**src/sv/mcqd_pkg.sv**
```systemverilog
// Package for the multi-channel quadrature decoder.
// Holds operation codes, field widths and the x4 transition step table.
// Depends on nothing.
`timescale 1ns / 1ps
`default_nettype none
package mcqd_pkg;

	localparam int OP_W    = 2;
	localparam int CHAN_W  = 2;
	localparam int PHASE_W = 2;
	localparam int POS_W   = 32;

	localparam logic [OP_W-1:0] OP_SAMPLE    = 2'd0;
	localparam logic [OP_W-1:0] OP_RESET_ONE = 2'd1;
	localparam logic [OP_W-1:0] OP_RESET_ALL = 2'd2;

	typedef logic signed [1:0] step_t;

	// Indexed by {previous phase, current phase}, a phase being {B, A}.
	localparam step_t STEP_TABLE [16] = '{
		2'sb00, 2'sb01, 2'sb11, 2'sb00,
		2'sb11, 2'sb00, 2'sb00, 2'sb01,
		2'sb01, 2'sb00, 2'sb00, 2'sb11,
		2'sb00, 2'sb11, 2'sb01, 2'sb00
	};

endpackage
`default_nettype wire

```
**src/sv/mcqd_in_if.sv**
```systemverilog
// Input channel of the quadrature decoder: valid/ready and one item beat.
// Depends on mcqd_pkg for field widths.
`timescale 1ns / 1ps
`default_nettype none
interface mcqd_in_if;
	logic                        valid;
	logic                        ready;
	logic [mcqd_pkg::OP_W-1:0]   operation;
	logic [mcqd_pkg::CHAN_W-1:0] channel;
	logic                        phase_a;
	logic                        phase_b;

	modport source (output valid, operation, channel, phase_a, phase_b, input ready);
	modport sink   (input valid, operation, channel, phase_a, phase_b, output ready);
endinterface
`default_nettype wire

```
**src/sv/mcqd_out_if.sv**
```systemverilog
// Result channel of the quadrature decoder: valid/ready and one result beat.
// Depends on mcqd_pkg for field widths.
`timescale 1ns / 1ps
`default_nettype none
interface mcqd_out_if;
	logic                              valid;
	logic                              ready;
	logic [mcqd_pkg::CHAN_W-1:0]       channel_out;
	logic signed [mcqd_pkg::POS_W-1:0] position;

	modport source (output valid, channel_out, position, input ready);
	modport sink   (input valid, channel_out, position, output ready);
endinterface
`default_nettype wire

```
**src/sv/mcqd_state_mem.sv**
```systemverilog
// Per-channel state memory: one write port, one read port, registered read data.
// Depends on nothing.
`timescale 1ns / 1ps
`default_nettype none
module mcqd_state_mem #(
	parameter int DEPTH  = 4,
	parameter int ADDR_W = 2,
	parameter int DATA_W = 34
) (
	input  logic              clk,
	input  logic              rd_en,
	input  logic [ADDR_W-1:0] rd_addr,
	output logic [DATA_W-1:0] rd_data,
	input  logic              wr_en,
	input  logic [ADDR_W-1:0] wr_addr,
	input  logic [DATA_W-1:0] wr_data
);

	logic [DATA_W-1:0] mem [DEPTH];

	always_ff @(posedge clk) begin
		if (wr_en) begin
			mem[wr_addr] <= wr_data;
		end
	end

	always_ff @(posedge clk) begin
		if (rd_en) begin
			rd_data <= mem[rd_addr];
		end
	end

endmodule
`default_nettype wire

```
**src/sv/multi_channel_quadrature_decoder_top.sv**
```systemverilog
// A result beat moves from the stage 1 registers to the output register, held while stalled.
// Throughput: one item per cycle while the output is not stalled; the state memory is read on
// accept, then updated and written back from stage 1, the last write forwarded to the next item.
// Reset clears per-channel valid flags, so every phase and count reads as zero at once;
// there is no clearing pass. A reset-all item clears all the count flags together.
// Depends on mcqd_pkg, mcqd_in_if, mcqd_out_if and mcqd_state_mem.
`timescale 1ns / 1ps
`default_nettype none
module multi_channel_quadrature_decoder_top #(
	parameter int NUM_CHANNELS = 4,
	parameter int COUNT_WIDTH  = 32
) (
	input  logic        clk,
	input  logic        arst_n,
	mcqd_in_if.sink     items,
	mcqd_out_if.source  results
);

	localparam int CH_W  = (NUM_CHANNELS > 1) ? $clog2(NUM_CHANNELS) : 1;
	localparam int ENT_W = COUNT_WIDTH + mcqd_pkg::PHASE_W;

	logic in_acc;
	logic out_free;
	logic s1_adv;

	logic                           valid_s1;
	logic [mcqd_pkg::OP_W-1:0]      op_s1;
	logic [mcqd_pkg::CHAN_W-1:0]    chan_s1;
	logic [CH_W-1:0]                idx_s1;
	logic [mcqd_pkg::PHASE_W-1:0]   phase_s1;
	logic                           present_s1;

	logic [ENT_W-1:0]               rd_data;
	logic [ENT_W-1:0]               wr_data;
	logic                           wr_en;

	logic [NUM_CHANNELS-1:0]        ph_vld_q;
	logic [NUM_CHANNELS-1:0]        cnt_vld_q;

	logic                           byp_valid_q;
	logic [CH_W-1:0]                byp_idx_q;
	logic [mcqd_pkg::PHASE_W-1:0]   byp_phase_q;
	logic [COUNT_WIDTH-1:0]         byp_cnt_q;

	logic                           out_valid_q;
	logic [mcqd_pkg::CHAN_W-1:0]    out_chan_q;
	logic signed [mcqd_pkg::POS_W-1:0] out_pos_q;

	logic                           byp_hit;
	logic [mcqd_pkg::PHASE_W-1:0]   old_phase;
	logic [COUNT_WIDTH-1:0]         old_cnt;
	logic [mcqd_pkg::PHASE_W-1:0]   new_phase;
	logic signed [COUNT_WIDTH-1:0]  new_cnt;
	logic signed [COUNT_WIDTH-1:0]  step_ext;
	logic                           do_write;
	logic                           do_clear_all;
	logic signed [mcqd_pkg::POS_W-1:0] pos_next;

	assign out_free     = !out_valid_q || results.ready;
	assign s1_adv       = valid_s1 && out_free;
	assign items.ready  = !valid_s1 || out_free;
	assign in_acc       = items.valid && items.ready;

	mcqd_state_mem #(
		.DEPTH  (NUM_CHANNELS),
		.ADDR_W (CH_W),
		.DATA_W (ENT_W)
	) u_mem (
		.clk     (clk),
		.rd_en   (in_acc),
		.rd_addr (CH_W'(items.channel)),
		.rd_data (rd_data),
		.wr_en   (wr_en),
		.wr_addr (idx_s1),
		.wr_data (wr_data)
	);

	always_ff @(posedge clk or negedge arst_n) begin
		if (!arst_n) begin
			valid_s1 <= 1'b0;
		end else if (in_acc) begin
			valid_s1 <= 1'b1;
		end else if (s1_adv) begin
			valid_s1 <= 1'b0;
		end
	end

	always_ff @(posedge clk) begin
		if (in_acc) begin
			op_s1      <= items.operation;
			chan_s1    <= items.channel;
			idx_s1     <= CH_W'(items.channel);
			phase_s1   <= {items.phase_b, items.phase_a};
			present_s1 <= (32'(items.channel) < NUM_CHANNELS);
		end
	end

	always_comb begin
		byp_hit   = byp_valid_q && (byp_idx_q == idx_s1);
		old_phase = '0;
		old_cnt   = '0;
		if (byp_hit) begin
			old_phase = byp_phase_q;
			old_cnt   = byp_cnt_q;
		end else if (present_s1) begin
			if (ph_vld_q[idx_s1]) begin
				old_phase = rd_data[ENT_W-1 -: mcqd_pkg::PHASE_W];
			end
			if (cnt_vld_q[idx_s1]) begin
				old_cnt = rd_data[COUNT_WIDTH-1:0];
			end
		end
		step_ext     = COUNT_WIDTH'(mcqd_pkg::STEP_TABLE[{old_phase, phase_s1}]);
		new_phase    = old_phase;
		new_cnt      = old_cnt;
		do_write     = 1'b0;
		do_clear_all = 1'b0;
		case (op_s1)
			mcqd_pkg::OP_SAMPLE: begin
				new_phase = phase_s1;
				new_cnt   = old_cnt + step_ext;
				do_write  = present_s1;
			end
			mcqd_pkg::OP_RESET_ONE: begin
				new_cnt  = '0;
				do_write = present_s1;
			end
			mcqd_pkg::OP_RESET_ALL: begin
				new_cnt      = '0;
				do_clear_all = 1'b1;
			end
			default: begin
				new_cnt = old_cnt;
			end
		endcase
		pos_next = present_s1 ? mcqd_pkg::POS_W'(new_cnt) : '0;
	end

	assign wr_en   = s1_adv && do_write;
	assign wr_data = {new_phase, new_cnt};

	always_ff @(posedge clk or negedge arst_n) begin
		if (!arst_n) begin
			ph_vld_q    <= '0;
			cnt_vld_q   <= '0;
			byp_valid_q <= 1'b0;
		end else if (s1_adv) begin
			if (do_clear_all) begin
				cnt_vld_q   <= '0;
				byp_valid_q <= 1'b0;
			end else if (do_write) begin
				ph_vld_q[idx_s1]  <= 1'b1;
				cnt_vld_q[idx_s1] <= 1'b1;
				byp_valid_q       <= 1'b1;
			end
		end
	end

	always_ff @(posedge clk) begin
		if (wr_en) begin
			byp_idx_q   <= idx_s1;
			byp_phase_q <= new_phase;
			byp_cnt_q   <= new_cnt;
		end
	end

	always_ff @(posedge clk or negedge arst_n) begin
		if (!arst_n) begin
			out_valid_q <= 1'b0;
		end else if (s1_adv) begin
			out_valid_q <= 1'b1;
		end else if (results.ready) begin
			out_valid_q <= 1'b0;
		end
	end

	always_ff @(posedge clk) begin
		if (s1_adv) begin
			out_chan_q <= chan_s1;
			out_pos_q  <= pos_next;
		end
	end

	assign results.valid       = out_valid_q;
	assign results.channel_out = out_chan_q;
	assign results.position    = out_pos_q;

endmodule
`default_nettype wire

```
**src/flat_wrapper.sv**
```systemverilog
// flat-port wrapper written by rule: the top's interface ports become plain ports
module multi_channel_quadrature_decoder_top_flat 
#(
	parameter int NUM_CHANNELS = 4,
	parameter int COUNT_WIDTH  = 32
)
  (clk, arst_n, items_valid, items_operation, items_channel, items_phase_a, items_phase_b, items_ready, results_valid, results_channel_out, results_position, results_ready);
  mcqd_in_if items_i ();
  mcqd_out_if results_i ();
  input  logic clk;
  input  logic arst_n;
  input wire logic [$bits(items_i.valid)-1:0] items_valid;
  input wire logic [$bits(items_i.operation)-1:0] items_operation;
  input wire logic [$bits(items_i.channel)-1:0] items_channel;
  input wire logic [$bits(items_i.phase_a)-1:0] items_phase_a;
  input wire logic [$bits(items_i.phase_b)-1:0] items_phase_b;
  output wire logic [$bits(items_i.ready)-1:0] items_ready;
  output wire logic [$bits(results_i.valid)-1:0] results_valid;
  output wire logic [$bits(results_i.channel_out)-1:0] results_channel_out;
  output wire logic [$bits(results_i.position)-1:0] results_position;
  input wire logic [$bits(results_i.ready)-1:0] results_ready;
  assign items_i.valid = items_valid;
  assign items_i.operation = items_operation;
  assign items_i.channel = items_channel;
  assign items_i.phase_a = items_phase_a;
  assign items_i.phase_b = items_phase_b;
  assign items_ready = items_i.ready;
  assign results_valid = results_i.valid;
  assign results_channel_out = results_i.channel_out;
  assign results_position = results_i.position;
  assign results_i.ready = results_ready;
  multi_channel_quadrature_decoder_top #(.NUM_CHANNELS(NUM_CHANNELS), .COUNT_WIDTH(COUNT_WIDTH)) u_core (.clk(clk), .arst_n(arst_n), .items(items_i), .results(results_i));
endmodule
```
**config.mk**
```make
export PLATFORM = sky130hd
export DESIGN_NAME = multi_channel_quadrature_decoder_top_flat
export DESIGN_NICKNAME = d
export VERILOG_FILES = /design/src/sv/mcqd_pkg.sv /design/src/sv/mcqd_in_if.sv /design/src/sv/mcqd_out_if.sv /design/src/sv/mcqd_state_mem.sv /design/src/sv/multi_channel_quadrature_decoder_top.sv /design/src/flat_wrapper.sv
export SDC_FILE = /design/constraint.sdc
export NUM_CORES = 1
export LEC_CHECK = 0
export BUFFER_PORTS_ARGS = -buffer_cell sky130_fd_sc_hd__clkbuf_2
export CAP_MARGIN = 20
export CORE_UTILIZATION = 60
export DETAILED_ROUTE_END_ITERATION = 6
export PLACE_DENSITY = 0.88
export REMOVE_ABC_BUFFERS = 1
export SYNTH_ARGS = -nofsm -noshare
export SYNTH_HDL_FRONTEND = slang
export SYNTH_SLANG_ARGS = --single-unit
```
**constraint.sdc**
```tcl
create_clock -name clk -period 6.1 [get_ports clk]
set_clock_uncertainty 0.1 [all_clocks]
set_input_delay 0.915 -clock clk [delete_from_list [all_inputs] [get_ports clk]]
set_output_delay 0.915 -clock clk [all_outputs]
set_load 0.03 [all_outputs]
```
==> impl_metrics.tcl, run 1 <==
set metrics [dict create \
    synth.cell_area_um2 11700 \
    crit_buf_inv 1 \
    routed_wl_mm 23.9 \
    swShare 0.300 \
    power.internal_mw 3.47 \
    yosysMostFrequentCell "edfxtp_1" \
    cp.required_ps 6250 \
    tightest_slew_ps 1080 \
    gp_congestion 0.899 \
    dieWidth_um 142 \
    synth_top_cell_area_share 0.629 \
    grt_pass1_vias 7199 \
    p_seq_frac 0.444 \
    clockBufferDepth 3 \
    drive_gt1_frac 0.191 \
    synth_area_leaders "edfxtp_1 (63%), mux4_2 (6.9%), ha_1 (2.5%)" \
    syn_to_final_growth_pct 12.0 \
    hold_path.class "input pin to asynchronous set/reset pin" \
    synth-seq-cells 257 \
    critPathMaxFanout 17 \
    p_switching_mw 1.49 \
    power_density_nw_per_um2 377 \
    status "finished clean" \
    cp-start-kind "register" \
    via_per_inst 6.35 \
    crit_type "register to register" \
    rr_startpoint "u_core.chan_s1[1]" \
    setup_violations 0 \
    ctsHtreeMaxLevel 1 \
    routedWlPerCell_um 21.0 \
    cts_hold_buf 0 \
    tns_ps 0 \
    synth_cells 801 \
    rows 50 \
    diodes 0 \
    routed-via-count 7214 \
    synth_ff_type "edfxtp_1" \
    synth_top_area_cell "edfxtp_1" \
    p_leak_nw 4.57 \
    clock.fmax_mhz 186 \
    hold_viol 0 \
    portBuffers 45 \
    wl_met2_mm 11.5 \
    hold_slack_ps 153 \
    drt.antenna.violating_nets 0 \
    antenna_found_initial 0 \
    drc 0 \
    drt-met1-wl_mm 10.4 \
    first_iter_violations 660 \
    crit_chain "xor2_1 -> o31a_1 -> a22o_1 -> xnor2_1 -> ha_1 -> a221o_1 -> a211oi_1 -> buf_4 -> o211a_1 -> a211oi_2 -> o21ai_2 -> o21ai_1 -> a221oi_2 -> xor2_1 -> o21ai_0" \
    first_pass_iters 7 \
    synth_edf_count 246 \
    synthArstFlopShare 0.0428 \
    stdcell_count 1136 \
    cp_top_family "compound AO/OA/AOI/OAI gates" \
    cts_setup_buffers 0 \
    insertion_delay_ps 530 \
    crit_top_cell "xor2_1" \
    end_kind "register" \
    grt_pass1_wl_mm 38.6 \
    route.met3.wl_mm 1.55 \
    grt_setup_unrepaired "no" \
    routed.top_layer "met4" \
    clk_pin_slew_ps 70 \
    cts.sink_count 257 \
    initial_core_util 0.619 \
    peakVddDrop_uv 379 \
    cts_root_buf "clkbuf_16" \
    postCtsResizedCells 0 \
    crit_path_start "u_core.chan_s1[1]" \
    coreArea_um2 19000 \
    grtUsageTotal 0.250 \
    slew_headroom 0.279 \
    grt_max_degree 41 \
    cp_slowest_cell "o31a_1" \
    dieArea_um2 20100 \
    arrival_ps 5530 \
    die_h_um 142 \
    slew_viol_final 0 \
    io_pins 46 \
    cts_tree "built" \
    cts_buffers 26 \
    post-route-min-period_ps 5380 \
    ys_top_cells_by_count "edfxtp_1 (246), nor2_1 (55), nand2_1 (44)" \
    min_period_over_period 0.882 \
    place_inst 1086 \
    avgSynthCellArea_um2 14.7 \
    ys_warn_count 0 \
    dp_hpwl_mm 15.4 \
    drv_cap 0 \
    combPwrFrac 0.249 \
    grt_remaining_overflow 0 \
    ys_seq_area_frac 0.653 \
    slowest_delay_ps 650 \
    finalNetCount 889 \
    p_clk_frac 0.307 \
    synth_cell_types 78 \
]
## logic make-up after synthesis
kind of cell / count (synthesis) / share of synthesized area
adder cells (fa/ha/maj): 23 / 0.0245
AND/OR/NAND/NOR: 195 / 0.0806
XOR/XNOR: 37 / 0.0282
buffers and inverters: 53 / 0.0207
multiplexers: 47 / 0.0790
flip-flops: 257 / 0.653
AO/OA/AOI/OAI: 189 / 0.114
## flip-flops by register name, indices dropped and copies added (netlist names), 2 cells and up
| signal | cells |
|---|---|
| u_core.u_mem.rd_data | 34 |
| u_core.byp_idx_q | 2 |
| u_core.phase_s1 | 2 |
| u_core.op_s1 | 2 |
| u_core.ph_vld_q | 4 |
| u_core.byp_phase_q | 2 |
| u_core.u_mem.mem | 136 |
| u_core.cnt_vld_q | 4 |
| u_core.results.channel_out | 2 |
| u_core.byp_cnt_q | 32 |
| u_core.chan_s1 | 2 |
| u_core.results.position | 32 |
## power groups by stage
stage / clock (mW) / sequential [mW] / combinational, mW
2_1_floorplan: 0 / 2.29 / 0.828
3_3_place_gp: 0 / 2.23 / 1.18
3_5_place_dp: 0 / 2.24 / 1.21
4_1_cts: 1.54 / 2.20 / 1.22
5_1_grt: 1.61 / 2.21 / 1.35
6_report: 1.52 / 2.20 / 1.23
## final timing paths
kind                                          endpoint  slack (ps)  cells after the start
max reg2reg                u_core.results.position[20]         720                     15
min                                u_core.cnt_vld_q[1]         150                      1
min in group clk                    u_core.ph_vld_q[1]         380                      1
min reg2reg                         u_core.ph_vld_q[1]         380                      1
max in group asynchronous              u_core.valid_s1        5520                      1
max                        u_core.results.position[20]         720                     15
## worst register-to-register path: cells and delay by family (launching register included)
| family | cells | cell delay (ps) |
|---|---|---|
| adder cells (fa/ha/maj) | 1 | 240 |
| XOR/XNOR | 3 | 830 |
| buffers and inverters | 1 | 160 |
| flip-flops | 1 | 580 |
| AO/OA/AOI/OAI | 10 | 3200 |
## cell type report
cell class / count / area, um2
fill: 1230 / 5810
tap: 260 / 325
clock buffer: 35 / 736
clock inverter: 13 / 90.1
sequential: 257 / 7660
multi-input combinational: 491 / 3870
timing repair buffer: 63 / 400
inverter: 17 / 63.8
## cells in the final DEF, fill, tap and decap left out, types with 3 or more instances in the layout
cell       instances
mux4_2            36
dfrtp_1           11
o21ai_1            4
a21o_1             6
clkbuf_8           3
nand4_1           10
o31ai_1            4
a22oi_1           13
and3_1             5
o211ai_1           3
or3_1              4
inv_1             16
xor2_1             5
nand3b_1           3
o21a_1            10
nor2_1            52
nor3_1            22
or4_1              3
a21oi_1           37
o21ai_0           25
buf_4             16
nand2_1           44
nand3_1           18
nor2_4             3
clkinv_1           5
xnor2_1           31
clkbuf_2          45
or2_2              5
clkbuf_16         27
edfxtp_1         246
nand2b_1           6
mux2i_1            8
o22ai_1           22
a22o_1            18
clkinv_2           5
clkbuf_1           5
nor4_1             3
ha_1              23
and2_1             7
a31oi_1           10
## routing by layer
layer	GRT usage	up-vias
li1	-	3306
met1	0.360	3616
met2	0.405	255
met3	0.0351	37
met4	0.0645	0
met5	0	-
## through the flow
step | setup slack (ps) | power, mW | util | cell area [um2]
after floorplan | 717 | 3.12 | - | 11600
after global placement | 984 | 3.41 | 0.647 | 12300
after detailed placement | 808 | 3.44 | 0.647 | 12300
after CTS | 734 | 4.96 | 0.691 | 13100
after global routing | 304 | 5.18 | 0.694 | 13100
final | 717 | 4.96 | 0.694 | 13100
No activity file was read; power rests on OpenSTA's default activity.
==> run 2: changes to the inputs <==
BUFFER_PORTS_ARGS = default   (was -buffer_cell sky130_fd_sc_hd__clkbuf_2)
DONT_BUFFER_PORTS = 1   (was default)
PLACE_DENSITY = 0.86   (was 0.88)
==> impl_metrics.tcl, run 2 (same netlist as run 1, synthesis figures left out) <==
set metrics [dict create \
    slew_viol_final 0 \
    tightest_slew_ps 999 \
    end_kind "register" \
    routedWlPerCell_um 22.3 \
    hold_slack_ps 370 \
    cts.sink_count 257 \
    power_density_nw_per_um2 382 \
    drv_cap 0 \
    status "finished clean" \
    first_iter_violations 722 \
    diodes 0 \
    place_inst 1036 \
    min_period_over_period 0.902 \
    hold_path_end "u_core.ph_vld_q[3]" \
    stdcell_count 1085 \
    dieArea_um2 20100 \
    routed_wl_mm 24.2 \
    p_leak_nw 4.37 \
    r2r_cells 13 \
    cts_buffers 26 \
    cts_root_buf "clkbuf_16" \
    drt.antenna.violating_nets 0 \
    grtUsageTotal 0.248 \
    drive_gt1_frac 0.142 \
    critPathMaxFanout 17 \
    grt_most_used_layer "met2" \
    holdPathStages 1 \
    initial_core_util 0.619 \
    gp_congestion 0.893 \
    cp.required_ps 6230 \
    final_cell_mix "edfxtp_1 (246), nor2_1 (52), nand2_1 (44), a21oi_1 (37), mux4_2 (36)" \
    portBuffers 0 \
    use_met3 0.0361 \
    drc 0 \
    ctsHtreeMaxLevel 1 \
    insertion_delay_ps 520 \
    total_power_mw 4.94 \
    crit_type "register to register" \
    grt_pass1_vias 7069 \
    finalNetCount 841 \
    rows 50 \
    cp-start-kind "register" \
    antenna_found_initial 0 \
    clk_pin_slew_ps 60 \
    hold_path.class "register to register" \
    met2_usage 0.401 \
    slew_headroom 0.334 \
    r2r_setup_slack_ps 600 \
    grt_remaining_overflow 0 \
    tns_ps 0 \
    arrival_ps 5630 \
    rr_startpoint "u_core.chan_s1[0]" \
    met1_usage 0.348 \
    setup_violations 0 \
    first_pass_iters 5 \
    postCtsResizedCells 0 \
    post-route-min-period_ps 5500 \
    routed-via-count 7114 \
    layout_commonest_cell "edfxtp_1" \
    finalInstanceArea_um2 12900 \
    grt_setup_unrepaired "no" \
    die_h_um 142 \
    clockBufferDepth 3 \
    grt_max_degree 41 \
    placedInstanceArea_um2 12000 \
    cts_tree "built" \
    coreArea_um2 19000 \
    io_pins 46 \
    syn_to_final_growth_pct 10.0 \
    grt_pass1_wl_mm 38.1 \
    dp_hpwl_mm 14.8 \
    largest_registers "u_core.u_mem.mem: 136 flops, u_core.u_mem.rd_data: 34 flops" \
    largest_reg_flops 136 \
    hp-start "u_core.ph_vld_q[3]" \
    r2r_end "u_core.u_mem.mem[1][20]" \
    hold_viol 0 \
    regMostFlops "u_core.u_mem.mem" \
    clock.fmax_mhz 182 \
    peakVddDrop_uv 294 \
    via_per_inst 6.56 \
    dieWidth_um 142 \
]
run 2: cell count changes in the layout (fill, tap and decap cells not counted), moves of 2 or more:
cell | previous run | this run
buf_4 | 16 | 11
clkbuf_1 | 5 | 7
clkbuf_2 | 45 | 0
clkbuf_8 | 3 | 1
clkinv_1 | 5 | 3
run 2: metal layers:
metal / vias to the layer above / wire length, um
met5: - / 0
met4: 0 / 500
met3: 41 / 1620
met2: 307 / 11700
met1: 3564 / 10400
li1: 3202 / -
run 2: area by class of cell:
class | count | area, um2
sequential | 257 | 7660
fill | 1235 | 6040
inverter | 17 | 63.8
tap | 260 | 325
timing repair buffer | 15 | 175
clock inverter | 10 | 104
clock buffer | 35 | 716
multi-input combinational | 491 | 3870
run 2: worst max-delay path, cell delays in order (launching register included):
cell	delay [ps]
edfxtp_1	670
mux4_2	700
o31a_1	370
a22oi_1	600
inv_1	240
ha_1	360
mux2_2	260
mux2i_1	160
a211oi_2	140
o21ai_2	240
o21ai_1	150
a221oi_2	530
xor2_1	120
o21ai_0	550
run 2: report_power, final:
part	switching (mW)	total (mW)	internal (mW)
combinational	0.711	1.12	0.407
sequential	0.123	2.28	2.16
clock	0.635	1.54	0.905
run 2: through the flow:
| step | utilization | setup WS, ps |
|---|---|---|
| floorplan | - | 717 |
| global placement | 0.633 | 879 |
| detailed placement | 0.633 | 674 |
| CTS | 0.677 | 632 |
| global route | 0.682 | 241 |
| finish | 0.682 | 599 |
run 2: repair_timing:
item	CTS	global route
hold buffers	1	0
setup endpoints to repair	0	0
buffers inserted	0	0
hold endpoints to repair	11	0
run 2: how the worst max path moves through the flow:
stage	from	endpoint	slack, ps	cells after the start
3_5_place_dp	u_core.chan_s1[0]	u_core.u_mem.mem[3][20]	670	13
4_1_cts	u_core.chan_s1[0]	u_core.byp_cnt_q[20]	630	13
3_3_place_gp	u_core.chan_s1[0]	u_core.results.position[20]	880	13
2_1_floorplan	u_core.chan_s1[0]	u_core.byp_cnt_q[20]	720	14
5_1_grt	u_core.chan_s1[0]	u_core.results.position[20]	240	13
6_report	u_core.chan_s1[0]	u_core.u_mem.mem[1][20]	600	13
==> run 3: changes to the inputs <==
clock period = 5.3 ns   (was 6.1 ns; I/O delays follow)
==> impl_metrics.tcl, run 3 (same netlist as run 1, synthesis figures left out) <==
set metrics [dict create \
    grt_pass1_vias 7182 \
    largest_reg_flops 136 \
    routedWlPerCell_um 22.4 \
    cp_slowest_cell "mux4_2" \
    routed-via-count 7148 \
    drt.antenna.violating_nets 0 \
    crit_chain "buf_4 -> mux4_2 -> o31a_1 -> buf_4 -> a22o_1 -> ha_1 -> a21o_1 -> a41o_1 -> or4_4 -> a211oi_2 -> o21bai_2 -> a311oi_4 -> xnor2_1 -> o22ai_1" \
    slew_headroom 0.342 \
    min_period_over_period 0.933 \
    cp_top_family "compound AO/OA/AOI/OAI gates" \
    diodes 0 \
    coreArea_um2 19000 \
    final_cell_mix "edfxtp_1 (246), nor2_1 (52), nand2_1 (44), a21oi_1 (37), mux4_2 (36)" \
    met1_usage 0.359 \
    drv_cap 0 \
    io_pins 46 \
    end_kind "register" \
    gp_congestion 0.922 \
    total_power_mw 5.86 \
    first_pass_iters 5 \
    grt_setup_unrepaired "no" \
    ctsHtreeMaxLevel 1 \
    hold_slack_ps 256 \
    grt_remaining_overflow 0 \
    clock.fmax_mhz 202 \
    first_iter_violations 641 \
    insertion_delay_ps 530 \
    r2r_setup_slack_ps 350 \
    dp_hpwl_mm 15.6 \
    cp-start-kind "register" \
    post-route-min-period_ps 4950 \
    dieWidth_um 142 \
    grt_pass1_wl_mm 39.0 \
    p_leak_nw 4.48 \
    clockBufferDepth 3 \
    crit_type "register to register" \
    setup_violations 0 \
    cts_tree "built" \
    initial_core_util 0.619 \
    grt_most_used_layer "met2" \
    slowest_delay_ps 620 \
    grtUsageTotal 0.255 \
    antenna_found_initial 0 \
    dieArea_um2 20100 \
    arrival_ps 5110 \
    power_density_nw_per_um2 448 \
    crit_top_cell "buf_4" \
    die_h_um 142 \
    tightest_slew_ps 985 \
    portBuffers 0 \
    cts_buffers 26 \
    met2_usage 0.409 \
    drive_gt1_frac 0.166 \
    finalNetCount 859 \
    syn_to_final_growth_pct 11.5 \
    hold_path.class "input pin to register" \
    rows 50 \
    status "finished clean" \
    routed_wl_mm 24.7 \
    grt_max_degree 41 \
    cts_root_buf "clkbuf_16" \
    cp.required_ps 5460 \
    layout_commonest_cell "edfxtp_1" \
    drc 0 \
    slew_viol_final 0 \
    regMostFlops "u_core.u_mem.mem" \
    largest_registers "u_core.u_mem.mem: 136 flops, u_core.u_mem.rd_data: 34 flops" \
    use_met3 0.0388 \
    final_util 0.691 \
    cts.sink_count 257 \
    hold_viol 0 \
    peakVddDrop_uv 364 \
    crit_buf_inv 2 \
    finalInstanceArea_um2 13100 \
    clk_pin_slew_ps 70 \
    critPathMaxFanout 14 \
    via_per_inst 6.48 \
    placedInstanceArea_um2 12100 \
]
-- run 3: changes by cell type in the layout (fill, tap and decap cells not counted), sizes merged --
cell	before	now
buf	14	32
clkbuf	35	29
bufinv	2	5
clkinv	8	9
clkinvlp	0	1
inv	17	18
-- run 3: path summary, 6_finish.rpt --
kind | startpoint | to | cells past startpoint
hold reg to reg | u_core.ph_vld_q[1] | u_core.ph_vld_q[1] | 1
setup reg to reg | u_core.chan_s1[0] | u_core.u_mem.mem[0][25] | 14
hold / removal | items_phase_a | u_core.phase_s1[0] | 0
setup / recovery | u_core.chan_s1[0] | u_core.u_mem.mem[0][25] | 14
max in group asynchronous | arst_n | u_core.cnt_vld_q[1] | 1
min in group asynchronous | arst_n | u_core.ph_vld_q[0] | 1
-- run 3: final cells by class --
class	instances	area, um2
clock buffer	29	683
clock inverter	16	216
fill	1225	5860
inverter	17	63.8
multi-input combinational	491	3870
sequential	257	7660
tap	260	325
timing repair buffer	33	270
-- run 3: per-stage QoR --
stage                     setup TNS [ps]  setup slack [ps]  instances
after detailed placement               0               162       1052
final                                  0               353       1103
after CTS                              0               129       1098
after floorplan                     -498             -83.0        765
after global placement                 0               363       1052
after global routing                   0              88.5       1103
-- run 3: what timing repair did --
action,CTS,global route
setup buffers,0,4
setup endpoints to repair,0,36
endpoints found under the hold margin,11,0
hold buffers,1,0
resized for setup,0,2
-- run 3: per-layer routing --
metal / routed length (um) / share of wire
met5: 0 / 0
met4: 657 / 0.027
met3: 1630 / 0.066
met2: 11700 / 0.48
met1: 10700 / 0.43
-- run 3: where the power goes --
group | leakage [nW] | internal (mW) | switching, mW
clock network | 0.442 | 1.17 | 0.753
logic | 1.59 | 0.492 | 0.830
registers | 2.44 | 2.48 | 0.139
-- run 3: worst reg2reg max path: cells and delay by family (launching register included) --
family / cells / cell delay (ps)
fa+ha+maj: 1 / 350
compound gates: 8 / 2160
simple gates: 1 / 430
buf+inv: 2 / 380
xor+xnor: 1 / 120
mux: 1 / 620
flops: 1 / 520
